--- src/rtl/mmcs_pkg.sv ---
package mmcs_pkg;

    // Width of the raw sensor samples that take part in the stretch.
    localparam int PIX_BITS  = 16;
    // Width of the display grey level and of the quotient.
    localparam int DISP_BITS = 8;
    // Bits of the dividend 255 * (p - min).
    localparam int NUM_BITS  = PIX_BITS + DISP_BITS;
    // Division step counter width.
    localparam int CNT_W     = $clog2(DISP_BITS);
    // Depth of the queue between the front and the divider.
    localparam int Q_DEPTH   = 2;
    localparam int Q_AW      = (Q_DEPTH > 1) ? $clog2(Q_DEPTH) : 1;

    // Item function codes.
    localparam logic FUNC_MEASURE = 1'b0;
    localparam logic FUNC_SCALE   = 1'b1;

    // One input beat.
    typedef struct packed {
        logic        func;
        logic [15:0] pixel;
        logic        first;
        logic        last;
    } t_in;

    // One result beat.
    typedef struct packed {
        logic [7:0] display_value;
        logic       frame_end;
    } t_out;

    // How a scale item is finished by the back end.
    typedef enum logic [1:0] {
        CLS_ZERO,
        CLS_FULL,
        CLS_DIV
    } t_cls;

    // Queue entry from the front to the divider.
    typedef struct packed {
        t_cls                cls;
        logic [PIX_BITS-1:0] offset;
        logic [PIX_BITS-1:0] span;
        logic                last;
    } t_qent;

    // Divider sequencer states.
    typedef enum logic [1:0] {
        S_IDLE,
        S_DIV,
        S_DONE
    } t_bstate;

endpackage

--- src/rtl/mmcs_front.sv ---
module mmcs_front
    import mmcs_pkg::*;
(
    input  logic  i_clk,
    input  logic  i_rst_n,
    input  logic  push,
    output logic  full,
    input  t_in   i_item,
    input  logic  i_q_full,
    output logic  o_q_push,
    output t_qent o_q_data
);

    logic                r_accept_meas;
    logic [PIX_BITS-1:0] r_min;
    logic [PIX_BITS-1:0] r_max;
    logic [PIX_BITS-1:0] n_min;
    logic [PIX_BITS-1:0] n_max;
    logic [PIX_BITS-1:0] pix;
    logic                accept;
    logic                meas;

    assign full   = i_q_full;
    assign accept = push && !i_q_full;
    assign pix    = i_item.pixel[PIX_BITS-1:0];
    assign meas   = accept && (i_item.func == FUNC_MEASURE);

    // Running minimum and maximum; a first flag restarts them at this pixel.
    always_comb begin
        n_min = r_min;
        n_max = r_max;
        if (meas) begin
            if (i_item.first) begin
                n_min = pix;
                n_max = pix;
            end else begin
                if (pix < r_min) begin
                    n_min = pix;
                end
                if (pix > r_max) begin
                    n_max = pix;
                end
            end
        end
    end

    always_ff @(posedge i_clk) begin
        if (!i_rst_n) begin
            r_min         <= '1;
            r_max         <= '0;
            r_accept_meas <= 1'b0;
        end else begin
            r_min         <= n_min;
            r_max         <= n_max;
            r_accept_meas <= meas;
        end
    end

    // Classify a scale item against the range latched so far.
    always_comb begin
        o_q_push        = accept && (i_item.func == FUNC_SCALE);
        o_q_data.offset = pix - r_min;
        o_q_data.span   = r_max - r_min;
        o_q_data.last   = i_item.last;
        if (r_max <= r_min || pix <= r_min) begin
            o_q_data.cls = CLS_ZERO;
        end else if (pix >= r_max) begin
            o_q_data.cls = CLS_FULL;
        end else begin
            o_q_data.cls = CLS_DIV;
        end
    end

    // After any measured sample the range is never inverted.
    a_range_order: assert property (@(posedge i_clk) disable iff (!i_rst_n)
        r_accept_meas |-> (r_min <= r_max))
        else $error("running range inverted after a measure beat");

endmodule

--- src/rtl/mmcs_fifo.sv ---
module mmcs_fifo
    import mmcs_pkg::*;
(
    input  logic  i_clk,
    input  logic  i_rst_n,
    input  logic  i_push,
    input  t_qent i_data,
    output logic  o_full,
    input  logic  i_pop,
    output logic  o_empty,
    output t_qent o_data
);

    t_qent           r_slot [Q_DEPTH];
    logic [Q_AW-1:0] r_wr;
    logic [Q_AW-1:0] r_rd;
    logic [Q_AW:0]   r_count;
    logic            do_push;
    logic            do_pop;

    assign o_full  = (r_count == (Q_AW+1)'(Q_DEPTH));
    assign o_empty = (r_count == '0);
    assign do_push = i_push && !o_full;
    assign do_pop  = i_pop && !o_empty;
    assign o_data  = r_slot[r_rd];

    // Entry storage.
    always_ff @(posedge i_clk) begin
        if (do_push) begin
            r_slot[r_wr] <= i_data;
        end
    end

    // Pointers and fill count.
    always_ff @(posedge i_clk) begin
        if (!i_rst_n) begin
            r_wr    <= '0;
            r_rd    <= '0;
            r_count <= '0;
        end else begin
            if (do_push) begin
                r_wr <= (r_wr == Q_AW'(Q_DEPTH-1)) ? '0 : r_wr + 1'b1;
            end
            if (do_pop) begin
                r_rd <= (r_rd == Q_AW'(Q_DEPTH-1)) ? '0 : r_rd + 1'b1;
            end
            case ({do_push, do_pop})
                2'b10:   r_count <= r_count + 1'b1;
                2'b01:   r_count <= r_count - 1'b1;
                default: r_count <= r_count;
            endcase
        end
    end

    a_count_bound: assert property (@(posedge i_clk) disable iff (!i_rst_n)
        r_count <= (Q_AW+1)'(Q_DEPTH))
        else $error("queue fill count beyond depth");

endmodule

--- src/rtl/mmcs_back.sv ---
module mmcs_back
    import mmcs_pkg::*;
(
    input  logic  i_clk,
    input  logic  i_rst_n,
    input  logic  i_q_empty,
    input  t_qent i_q_data,
    output logic  o_q_pop,
    input  logic  pop,
    output logic  empty,
    output t_out  o_result
);

    t_bstate              r_state;
    t_bstate              n_state;
    logic [PIX_BITS-1:0]  r_rem;
    logic [PIX_BITS-1:0]  r_den;
    logic [DISP_BITS-1:0] r_q;
    logic [CNT_W-1:0]     r_cnt;
    logic                 r_last;
    logic                 r_out_valid;
    t_out                 r_out;
    logic                 out_load;
    logic [NUM_BITS-1:0]  num;
    logic [PIX_BITS:0]    trial;
    logic [PIX_BITS:0]    diff;
    logic                 ge;

    // Next state.
    always_comb begin
        n_state = r_state;
        case (r_state)
            S_IDLE: begin
                if (!i_q_empty) begin
                    n_state = (i_q_data.cls == CLS_DIV) ? S_DIV : S_DONE;
                end
            end
            S_DIV: begin
                if (r_cnt == CNT_W'(DISP_BITS-1)) begin
                    n_state = S_DONE;
                end
            end
            S_DONE: begin
                if (out_load) begin
                    n_state = S_IDLE;
                end
            end
            default: n_state = S_IDLE;
        endcase
    end

    // Sequencer outputs.
    always_comb begin
        o_q_pop  = 1'b0;
        out_load = 1'b0;
        case (r_state)
            S_IDLE:  o_q_pop  = !i_q_empty;
            S_DONE:  out_load = !r_out_valid || pop;
            default: begin
                o_q_pop  = 1'b0;
                out_load = 1'b0;
            end
        endcase
    end

    always_ff @(posedge i_clk) begin
        if (!i_rst_n) begin
            r_state <= S_IDLE;
        end else begin
            r_state <= n_state;
        end
    end

    // Dividend 255 * offset, formed as offset * 256 - offset.
    assign num = {i_q_data.offset, {DISP_BITS{1'b0}}}
                 - {{DISP_BITS{1'b0}}, i_q_data.offset};

    // One restoring division step: bring down the next dividend bit.
    assign trial = {r_rem, r_q[DISP_BITS-1]};
    assign diff  = trial - {1'b0, r_den};
    assign ge    = (trial >= {1'b0, r_den});

    // Divider datapath. The quotient is below 256, so the upper dividend
    // bits already sit below the divisor and only the low bits are walked.
    always_ff @(posedge i_clk) begin
        if (o_q_pop) begin
            r_rem  <= num[NUM_BITS-1:DISP_BITS];
            r_den  <= i_q_data.span;
            r_last <= i_q_data.last;
            r_cnt  <= '0;
            case (i_q_data.cls)
                CLS_DIV:  r_q <= num[DISP_BITS-1:0];
                CLS_FULL: r_q <= '1;
                default:  r_q <= '0;
            endcase
        end else if (r_state == S_DIV) begin
            r_rem <= ge ? diff[PIX_BITS-1:0] : trial[PIX_BITS-1:0];
            r_q   <= {r_q[DISP_BITS-2:0], ge};
            r_cnt <= r_cnt + 1'b1;
        end
    end

    // Output register: the finished beat waits here for the receiver.
    always_ff @(posedge i_clk) begin
        if (out_load) begin
            r_out.display_value <= r_q;
            r_out.frame_end     <= r_last;
        end
    end

    always_ff @(posedge i_clk) begin
        if (!i_rst_n) begin
            r_out_valid <= 1'b0;
        end else if (out_load) begin
            r_out_valid <= 1'b1;
        end else if (pop) begin
            r_out_valid <= 1'b0;
        end
    end

    assign empty    = !r_out_valid;
    assign o_result = r_out;

    a_rem_below_den: assert property (@(posedge i_clk) disable iff (!i_rst_n)
        (r_state == S_DIV) |-> (r_rem < r_den))
        else $error("partial remainder not below divisor");

    a_den_nonzero: assert property (@(posedge i_clk) disable iff (!i_rst_n)
        (r_state == S_DIV) |-> (r_den != '0))
        else $error("division started with a zero span");

    a_load_fills: assert property (@(posedge i_clk) disable iff (!i_rst_n)
        out_load |=> r_out_valid)
        else $error("loaded result not shown");

endmodule

--- src/rtl/min_max_contrast_stretch.sv ---
// Min/max contrast stretch for 16-bit thermal frames.
// Input channel: push/full with beat i_item. A measure beat (func = 0)
// folds its pixel into the running minimum and maximum; first = 1
// restarts both at that pixel. A scale beat (func = 1) produces one
// result: floor(255 * (p - min) / (max - min)), 0 for a flat or empty
// range or p at or below min, 255 for p at or above max, with last
// copied to frame_end. Measure beats produce no result.
// Result channel: empty/pop with beat o_result, held while empty is low.
// Any beat is taken in the cycle it is offered while full is low. Scale
// beats go through a two-entry queue to a restoring divider that retires
// one quotient bit per cycle. A beat that needs the division passes
// the back end as one load, eight division steps and one writeback; a
// beat that clamps to 0 or 255 has only the load and the writeback. The
// back end loads the next queued beat only after the last one is written
// back, while the queue goes on taking scale beats until it is full.
// The range is sampled when the scale beat is taken, so later measure
// beats do not disturb it. A stalled receiver backs up the output
// register, then the queue, and then full rises for every beat.
// Reset empties the queue and the output and sets the range to
// min = all ones, max = 0.
module min_max_contrast_stretch
    import mmcs_pkg::*;
(
    input  logic i_clk,
    input  logic i_rst_n,
    input  logic push,
    output logic full,
    input  t_in  i_item,
    output logic empty,
    input  logic pop,
    output t_out o_result
);

    logic  q_full;
    logic  q_push;
    t_qent q_wdata;
    logic  q_empty;
    logic  q_pop;
    t_qent q_rdata;

    // Front: range tracking and classification.
    mmcs_front u_front (
        .i_clk    (i_clk),
        .i_rst_n  (i_rst_n),
        .push     (push),
        .full     (full),
        .i_item   (i_item),
        .i_q_full (q_full),
        .o_q_push (q_push),
        .o_q_data (q_wdata)
    );

    // Queue between front and divider.
    mmcs_fifo u_fifo (
        .i_clk   (i_clk),
        .i_rst_n (i_rst_n),
        .i_push  (q_push),
        .i_data  (q_wdata),
        .o_full  (q_full),
        .i_pop   (q_pop),
        .o_empty (q_empty),
        .o_data  (q_rdata)
    );

    // Back: bit-serial divider and output register.
    mmcs_back u_back (
        .i_clk     (i_clk),
        .i_rst_n   (i_rst_n),
        .i_q_empty (q_empty),
        .i_q_data  (q_rdata),
        .o_q_pop   (q_pop),
        .pop       (pop),
        .empty     (empty),
        .o_result  (o_result)
    );

endmodule
--- config.mk ---
export PLATFORM = sky130hd
export DESIGN_NAME = min_max_contrast_stretch
export DESIGN_NICKNAME = d
export VERILOG_FILES = /design/src/rtl/mmcs_pkg.sv /design/src/rtl/mmcs_front.sv /design/src/rtl/mmcs_fifo.sv /design/src/rtl/mmcs_back.sv /design/src/rtl/min_max_contrast_stretch.sv
export SDC_FILE = /design/constraint.sdc
export NUM_CORES = 1
export LEC_CHECK = 0
export ABC_AREA = 1
export BUFFER_PORTS_ARGS = -buffer_cell sky130_fd_sc_hd__buf_2
export CORE_MARGIN = 2
export CORE_UTILIZATION = 27
export DETAILED_ROUTE_END_ITERATION = 12
export GPL_TIMING_DRIVEN = 0
export SKIP_CTS_REPAIR_TIMING = 1
export SLEW_MARGIN = 20
export SYNTH_ARGS = -nofsm -noshare
export SYNTH_HDL_FRONTEND = slang
export SYNTH_SLANG_ARGS = --single-unit
--- constraint.sdc ---
create_clock -name i_clk -period 3.85 [get_ports i_clk]
set_clock_uncertainty 0.2 [all_clocks]
set_input_delay 0 -clock i_clk [delete_from_list [all_inputs] [get_ports i_clk]]
set_output_delay 0 -clock i_clk [all_outputs]
set_load 0.005 [all_outputs]
==> flow_summary.json, run 1 <==
{
  "status": "finished, violations left",
  "violations": "hold timing",
  "syn_to_final_growth_pct": 17.0,
  "wirelength_met1_um": 13200,
  "route.met2.wl_um": 12600,
  "yosysUniqueCellTypes": 43,
  "fp-row-count": 72,
  "synth_top_area_cell": "edfxtp_1",
  "cts_sinks": 163,
  "finalCriticalPeriod_ps": 3410,
  "synth_edf_count": 120,
  "yosysSeqAreaShare": 0.421,
  "critical_path_class": "reg -> reg",
  "grt_pass1_wl_um": 43600,
  "initial_core_util": 0.274,
  "gp_congestion": 0.910,
  "cts_tree": "done",
  "syn_avg_cell_area_sq_um": 7.81,
  "io_pins": 34,
  "fp.dieW_um": 202,
  "cts_htree_levels": 4,
  "layout.cells.non_filler": 1973,
  "synth.top_cell.area_share": 0.340,
  "reg2reg_setup_slack_ps": 440,
  "dp_hpwl_um": 21700,
  "n_fill_cell": 4136,
  "setup_viol": 0,
  "finalCritPeriodShare": 0.886,
  "n_antenna_cell": 0,
  "ir_drop_uv": 397,
  "fin_setup_tns_ps": 0,
  "die_h_um": 202,
  "critPathLaunchType": "flip-flop",
  "cts_buffer_depth": 2,
  "grt_overflow": 0,
  "wl_met3_um": 1040,
  "antenna_found_initial": 0,
  "path_max_fanout": 8,
  "max_freq_mhz": 293,
  "route.detailed.drc": 0,
  "post-synth-top-count-cell": "nand2_1",
  "syn_inst": 1356,
  "crit_required_ps": 3980,
  "async_flop_share": 0,
  "clock-root-buffer": "clkbuf_16",
  "synth.ff_latch_count": 163,
  "viasPerCell": 4.55,
  "top_layer": "met4",
  "first_global_vias": 8387,
  "dieArea_sq_mm": 0.0408,
  "setup_slack_ps": 440,
  "routed_wl_um": 27400,
  "drv_cap": 0,
  "drt_iter0_drc": 634,
  "yosysWarnings": 0,
  "finalHoldWorstSlack_ps": -10.4,
  "postSynth.topFlopCell": "edfxtp_1",
  "relSlewSlack": 0.459,
  "placed_cells": 1908,
  "grtUsageTotal": 0.135,
  "pre_cts_ws_ps": 800,
  "power_leakage_uw": 0.00571,
  "ant_nets": 0,
  "crit_arrival_ps": 3530,
  "netlist_area_sq_mm": 0.0106,
  "syn_nets": 1460,
  "wl_per_cell_um": 13.9,
  "synth_area_leaders": "edfxtp_1 (34%), nand2_1 (14%), ha_1 (9.2%), dfxtp_1 (8.1%), inv_1 (6.2%)",
  "cts.reportedPaths.clkPinSlew_ps": 70,
  "worst_slew_pin_slew_ps": 808,
  "cts_buffers": 17,
  "clk_latency_ps": 440,
  "power_density_mw_per_mm2": 721,
  "drive_above_1_share": 0.0859,
  "grt_setup_unrepaired": "no",
  "hold_class": "in -> reg",
  "port_buffers": 32,
  "grt_max_degree": 28,
  "final_nets": 1547,
  "slew_viol_final": 0,
  "hold_viol": 1,
  "vias": 8973,
  "cp-end-kind": "flip-flop",
  "core_sq_mm": 0.0387,
  "synth_common_cells": "nand2_1 (384), inv_1 (175), nand3_1 (126), edfxtp_1 (120), nor2_1 (108)",
  "dr.pass1.iters": 5
}
critical path, stage by stage (launching register included):
cell and delay (ps):
dfxtp_1 330, ha_1 210, fa_1 400, nand3b_1 170, nand2_1 130, nand2_1 70, nand2_1 150, nand2_1 70
nand2_1 120, nand2_2 120, nand3_1 80, dlygate4sd3_1 550, nand3_1 80, dlygate4sd3_1 600
sequential cells by signal, indices dropped and copies added (netlist names), 3 cells and up, named ones only:
| register | count |
|---|---|
| u_front.r_max | 16 |
| u_front.r_min | 16 |
| u_back.r_cnt | 3 |
| u_back.r_den | 16 |
| u_back.r_rem | 16 |
| u_fifo.r_slot | 70 |
| u_back.r_q | 8 |
| u_back.o_result | 9 |
logic make-up after synthesis:
kind of cell,Yosys count,share of synthesized area
AND/OR/NAND/NOR,688,0.281
buffers and inverters,212,0.0795
AO/OA/AOI/OAI,178,0.0925
flip-flops,163,0.421
adder cells (fa/ha/maj),81,0.0978
XOR/XNOR,34,0.0281
layout make-up:
type	count	area, sq um	area share
multi-input cells	981	5310	0.428
flip-flops and latches	163	4460	0.360
inverters	182	683	0.0551
well taps	518	648	0.0523
repair buffers	68	541	0.0436
clock buffers	17	425	0.0343
clock inverters	14	169	0.0136
plain buffers	30	159	0.0128
stage by stage:
stage,instance area [sq um],util,total power (uW)
after floorplan,10600,-,5940
after CTS,12100,0.311,8940
final,12400,0.320,8940
after detailed placement,11500,0.296,7190
after global routing,12400,0.320,9680
after global placement,11400,0.294,7110
report_power, final:
group | total [uW] | internal [uW] | switching, uW
Clock | 1740 | 975 | 760
Sequential | 2750 | 2550 | 195
Combinational | 4450 | 1490 | 2970
Total | 8940 | 5010 | 3920
layout by cell type (no fill, tap or decap), drive strengths merged, types with 4 or more instances in the layout:
master,Yosys,layout
nand3b,17,17
xor2,21,21
clkinv,0,5
o21bai,6,6
dlygate4sd3,0,34
nand4,7,7
nand2,397,397
or2,7,7
ha,78,78
o31ai,4,4
edfxtp,120,120
xnor2,13,13
nor3,12,12
a21oi,94,94
a21o,12,12
dfxtp,43,43
nand3,126,126
clkbuf,10,27
inv,182,189
nor2,119,119
o21ai,57,57
buf,20,54
path summary, 6_finish.rpt:
kind | startpoint | endpoint | cells past startpoint
max | u_front.r_min[0]$_SDFFE_PN1P_ | u_front.r_min[3]$_SDFFE_PN1P_ | 13
min | push | u_fifo.r_wr$_SDFFE_PN0P_ | 5
max reg2reg | u_front.r_min[0]$_SDFFE_PN1P_ | u_front.r_min[3]$_SDFFE_PN1P_ | 13
min reg2reg | u_fifo.r_rd$_SDFFE_PN0P_ | u_fifo.r_rd$_SDFFE_PN0P_ | 1
metal layers:
| layer | GRT usage | up-vias |
|---|---|---|
| li1 | - | 4645 |
| met1 | 0.183 | 4110 |
| met2 | 0.218 | 175 |
| met3 | 0.0218 | 43 |
| met4 | 0.0516 | 0 |
| met5 | 0 | - |
Note: power is estimated with default switching activity, not from simulation.
==> run 2: changes to the inputs <==
--- a/config.mk
+++ b/config.mk
@@ -11,6 +11,8 @@
 export CORE_UTILIZATION = 27
 export DETAILED_ROUTE_END_ITERATION = 12
 export GPL_TIMING_DRIVEN = 0
+export MAX_ROUTING_LAYER = met4
+export PLACE_DENSITY_LB_ADDON = 0.05
 export SKIP_CTS_REPAIR_TIMING = 1
 export SLEW_MARGIN = 20
 export SYNTH_ARGS = -nofsm -noshare
==> run 2 against run 1 <==
The flow still finishes with violations (hold timing). Cell count unchanged. Wire length up 14%. Worst hold slack worse by 15 ps. Sequential cell count did not move. Non-clock buffer count is the same. Worst setup slack improved by 9.4 ps. Die area unchanged. Total power about the same. Sequential power barely moved. Global-route usage increased by 2.7 points. Combinational power rose by 2%. Largest cell class unchanged.
==> flow_summary.json, run 2 (synthesized netlist as in run 1, its figures left out) <==
{
  "status": "finished, violations left",
  "violations": "hold timing",
  "port_buffers": 32,
  "combPwrFrac": 0.507,
  "route.detailed.drc": 0,
  "grtUsageTotal": 0.162,
  "reg2reg_setup_slack_ps": 450,
  "vias": 8811,
  "final_common_cell": "nand2_1",
  "largest_reg_flops": 70,
  "dp_hpwl_um": 25200,
  "initial_core_util": 0.274,
  "use_met3": 0.0247,
  "grt_setup_unrepaired": "no",
  "first_global_vias": 8588,
  "critical_path_class": "reg -> reg",
  "p_int_uw": 4930,
  "final_cell_mix": "nand2_1 (383), inv_1 (175), nand3_1 (126)",
  "p_sw_uw": 4010,
  "rr_endpoint": "u_front.r_min[3]$_SDFFE_PN1P_",
  "grt_pass1_wl_um": 49000,
  "layout.cells.non_filler": 1973,
  "grt_max_degree": 28,
  "max_freq_mhz": 294,
  "power_leakage_uw": 0.00568,
  "setup_slack_ps": 450,
  "switching_share": 0.448,
  "cts_htree_levels": 4,
  "busiest_layer": "met2",
  "worst_r2r_path_depth": 13,
  "timing.rr.start": "u_front.r_min[0]$_SDFFE_PN1P_",
  "largest_register": "u_fifo.r_slot",
  "path_max_fanout": 8,
  "core_sq_mm": 0.0387,
  "grt_util_met2": 0.269,
  "drv_cap": 0,
  "n_antenna_cell": 0,
  "final_nets": 1547,
  "cts_sinks": 163,
  "ant_nets": 0,
  "clk_latency_ps": 440,
  "finalCriticalPeriod_ps": 3400,
  "drt_iter0_drc": 373,
  "startpoint": "u_front.r_min[0]$_SDFFE_PN1P_",
  "power_density_mw_per_mm2": 723,
  "hold_class": "in -> reg",
  "routed_wl_um": 31300,
  "dr.pass1.iters": 5,
  "cts_buffer_depth": 2,
  "slew_viol_final": 0,
  "crit_arrival_ps": 3520,
  "power.total_uw": 8940,
  "drive_above_1_share": 0.0852,
  "pre_cts_ws_ps": 793,
  "relSlewSlack": 0.348,
  "dieArea_sq_mm": 0.0408,
  "cts_tree": "done",
  "grt_overflow": 0,
  "final_cell_area_sq_mm": 0.0124,
  "placed_cells": 1908,
  "die_h_um": 202,
  "wl_per_cell_um": 15.9,
  "finalHoldWorstSlack_ps": -25.6,
  "ir_drop_uv": 307,
  "post_dp_cell_area_sq_mm": 0.0115,
  "cp-endpoint": "u_front.r_min[3]$_SDFFE_PN1P_",
  "clock-root-buffer": "clkbuf_16",
  "setup_viol": 0,
  "fp-row-count": 72,
  "cts.reportedPaths.clkPinSlew_ps": 70,
  "fin_setup_tns_ps": 0,
  "io_pins": 34,
  "finalCritPeriodShare": 0.883,
  "fp.dieW_um": 202,
  "worst_slew_pin_slew_ps": 975,
  "grt_use_met1": 0.203,
  "critPathLaunchType": "flip-flop",
  "n_fill_cell": 4246,
  "cts_buffers": 17,
  "viasPerCell": 4.47,
  "syn_to_final_growth_pct": 16.6,
  "antenna_found_initial": 0,
  "pwr-share-seq": 0.308,
  "hold_viol": 1,
  "crit_required_ps": 3970,
  "cp-end-kind": "flip-flop",
  "power.share.clock": 0.185,
  "gp_congestion": 0.861
}
run 2: changes by cell type in the layout (fill, tap and decap cells not counted), sizes merged:
| cell | change |
|---|---|
| clkinvlp | +5 |
| bufinv | -1 |
| inv | -4 |
run 2: worst min-delay path by stage:
stage,start,end,cells past startpoint
6_report,push,u_fifo.r_wr$_SDFFE_PN0P_,5
5_1_grt,push,u_fifo.r_wr$_SDFFE_PN0P_,5
4_1_cts,i_item[0],u_fifo.r_slot[1][0]$_DFFE_PP_,1
3_5_place_dp,i_item[0],u_fifo.r_slot[1][0]$_DFFE_PP_,1
3_3_place_gp,i_item[0],u_fifo.r_slot[1][0]$_DFFE_PP_,1
2_1_floorplan,i_item[0],u_fifo.r_slot[0][0]$_DFFE_PP_,0
run 2: area by class of cell:
cell class              count  area [sq um]  share of cell area
plain buffers              30           159              0.0129
clock buffers              17           425              0.0344
clock inverters            14           131              0.0106
inverters                 182           683              0.0553
multi-input cells         981          5310               0.429
flip-flops and latches    163          4460               0.361
well taps                 518           648              0.0524
repair buffers             68           541              0.0437
run 2: metrics by stage:
step / hold slack [ps] / util
floorplan: -101 / -
global placement: 24.6 / 0.294
detailed placement: 29.7 / 0.296
CTS: -444 / 0.310
global route: 48.0 / 0.319
finish: -25.6 / 0.319
run 2: metal layers:
| metal | share of wire | vias to the layer above | wire [um] |
|---|---|---|---|
| li1 | - | 4632 | - |
| met1 | 0.47 | 4031 | 14700 |
| met2 | 0.48 | 115 | 15100 |
| met3 | 0.023 | 33 | 729 |
| met4 | 0.023 | 0 | 704 |
| met5 | 0 | - | 0 |
run 2: worst max-delay path: stages (launching register included):
cell and delay, ps:
dfxtp_1 340, ha_1 210, fa_1 400, nand3b_1 170, nand2_1 140, nand2_1 70, nand2_1 130, nand2_1 70
nand2_1 110, nand2_2 140, nand3_1 100, dlygate4sd3_1 550, nand3_1 80, dlygate4sd3_1 590
run 2: power by group through the flow:
| stage | Sequential (uW) | Clock, uW | Combinational, uW |
|---|---|---|---|
| final | 2750 | 1650 | 4530 |
| after global routing | 2790 | 1780 | 5210 |
| after CTS | 2760 | 1720 | 4570 |
| after detailed placement | 2800 | 0 | 4550 |
| after global placement | 2810 | 0 | 4580 |
| after floorplan | 2710 | 0 | 3230 |
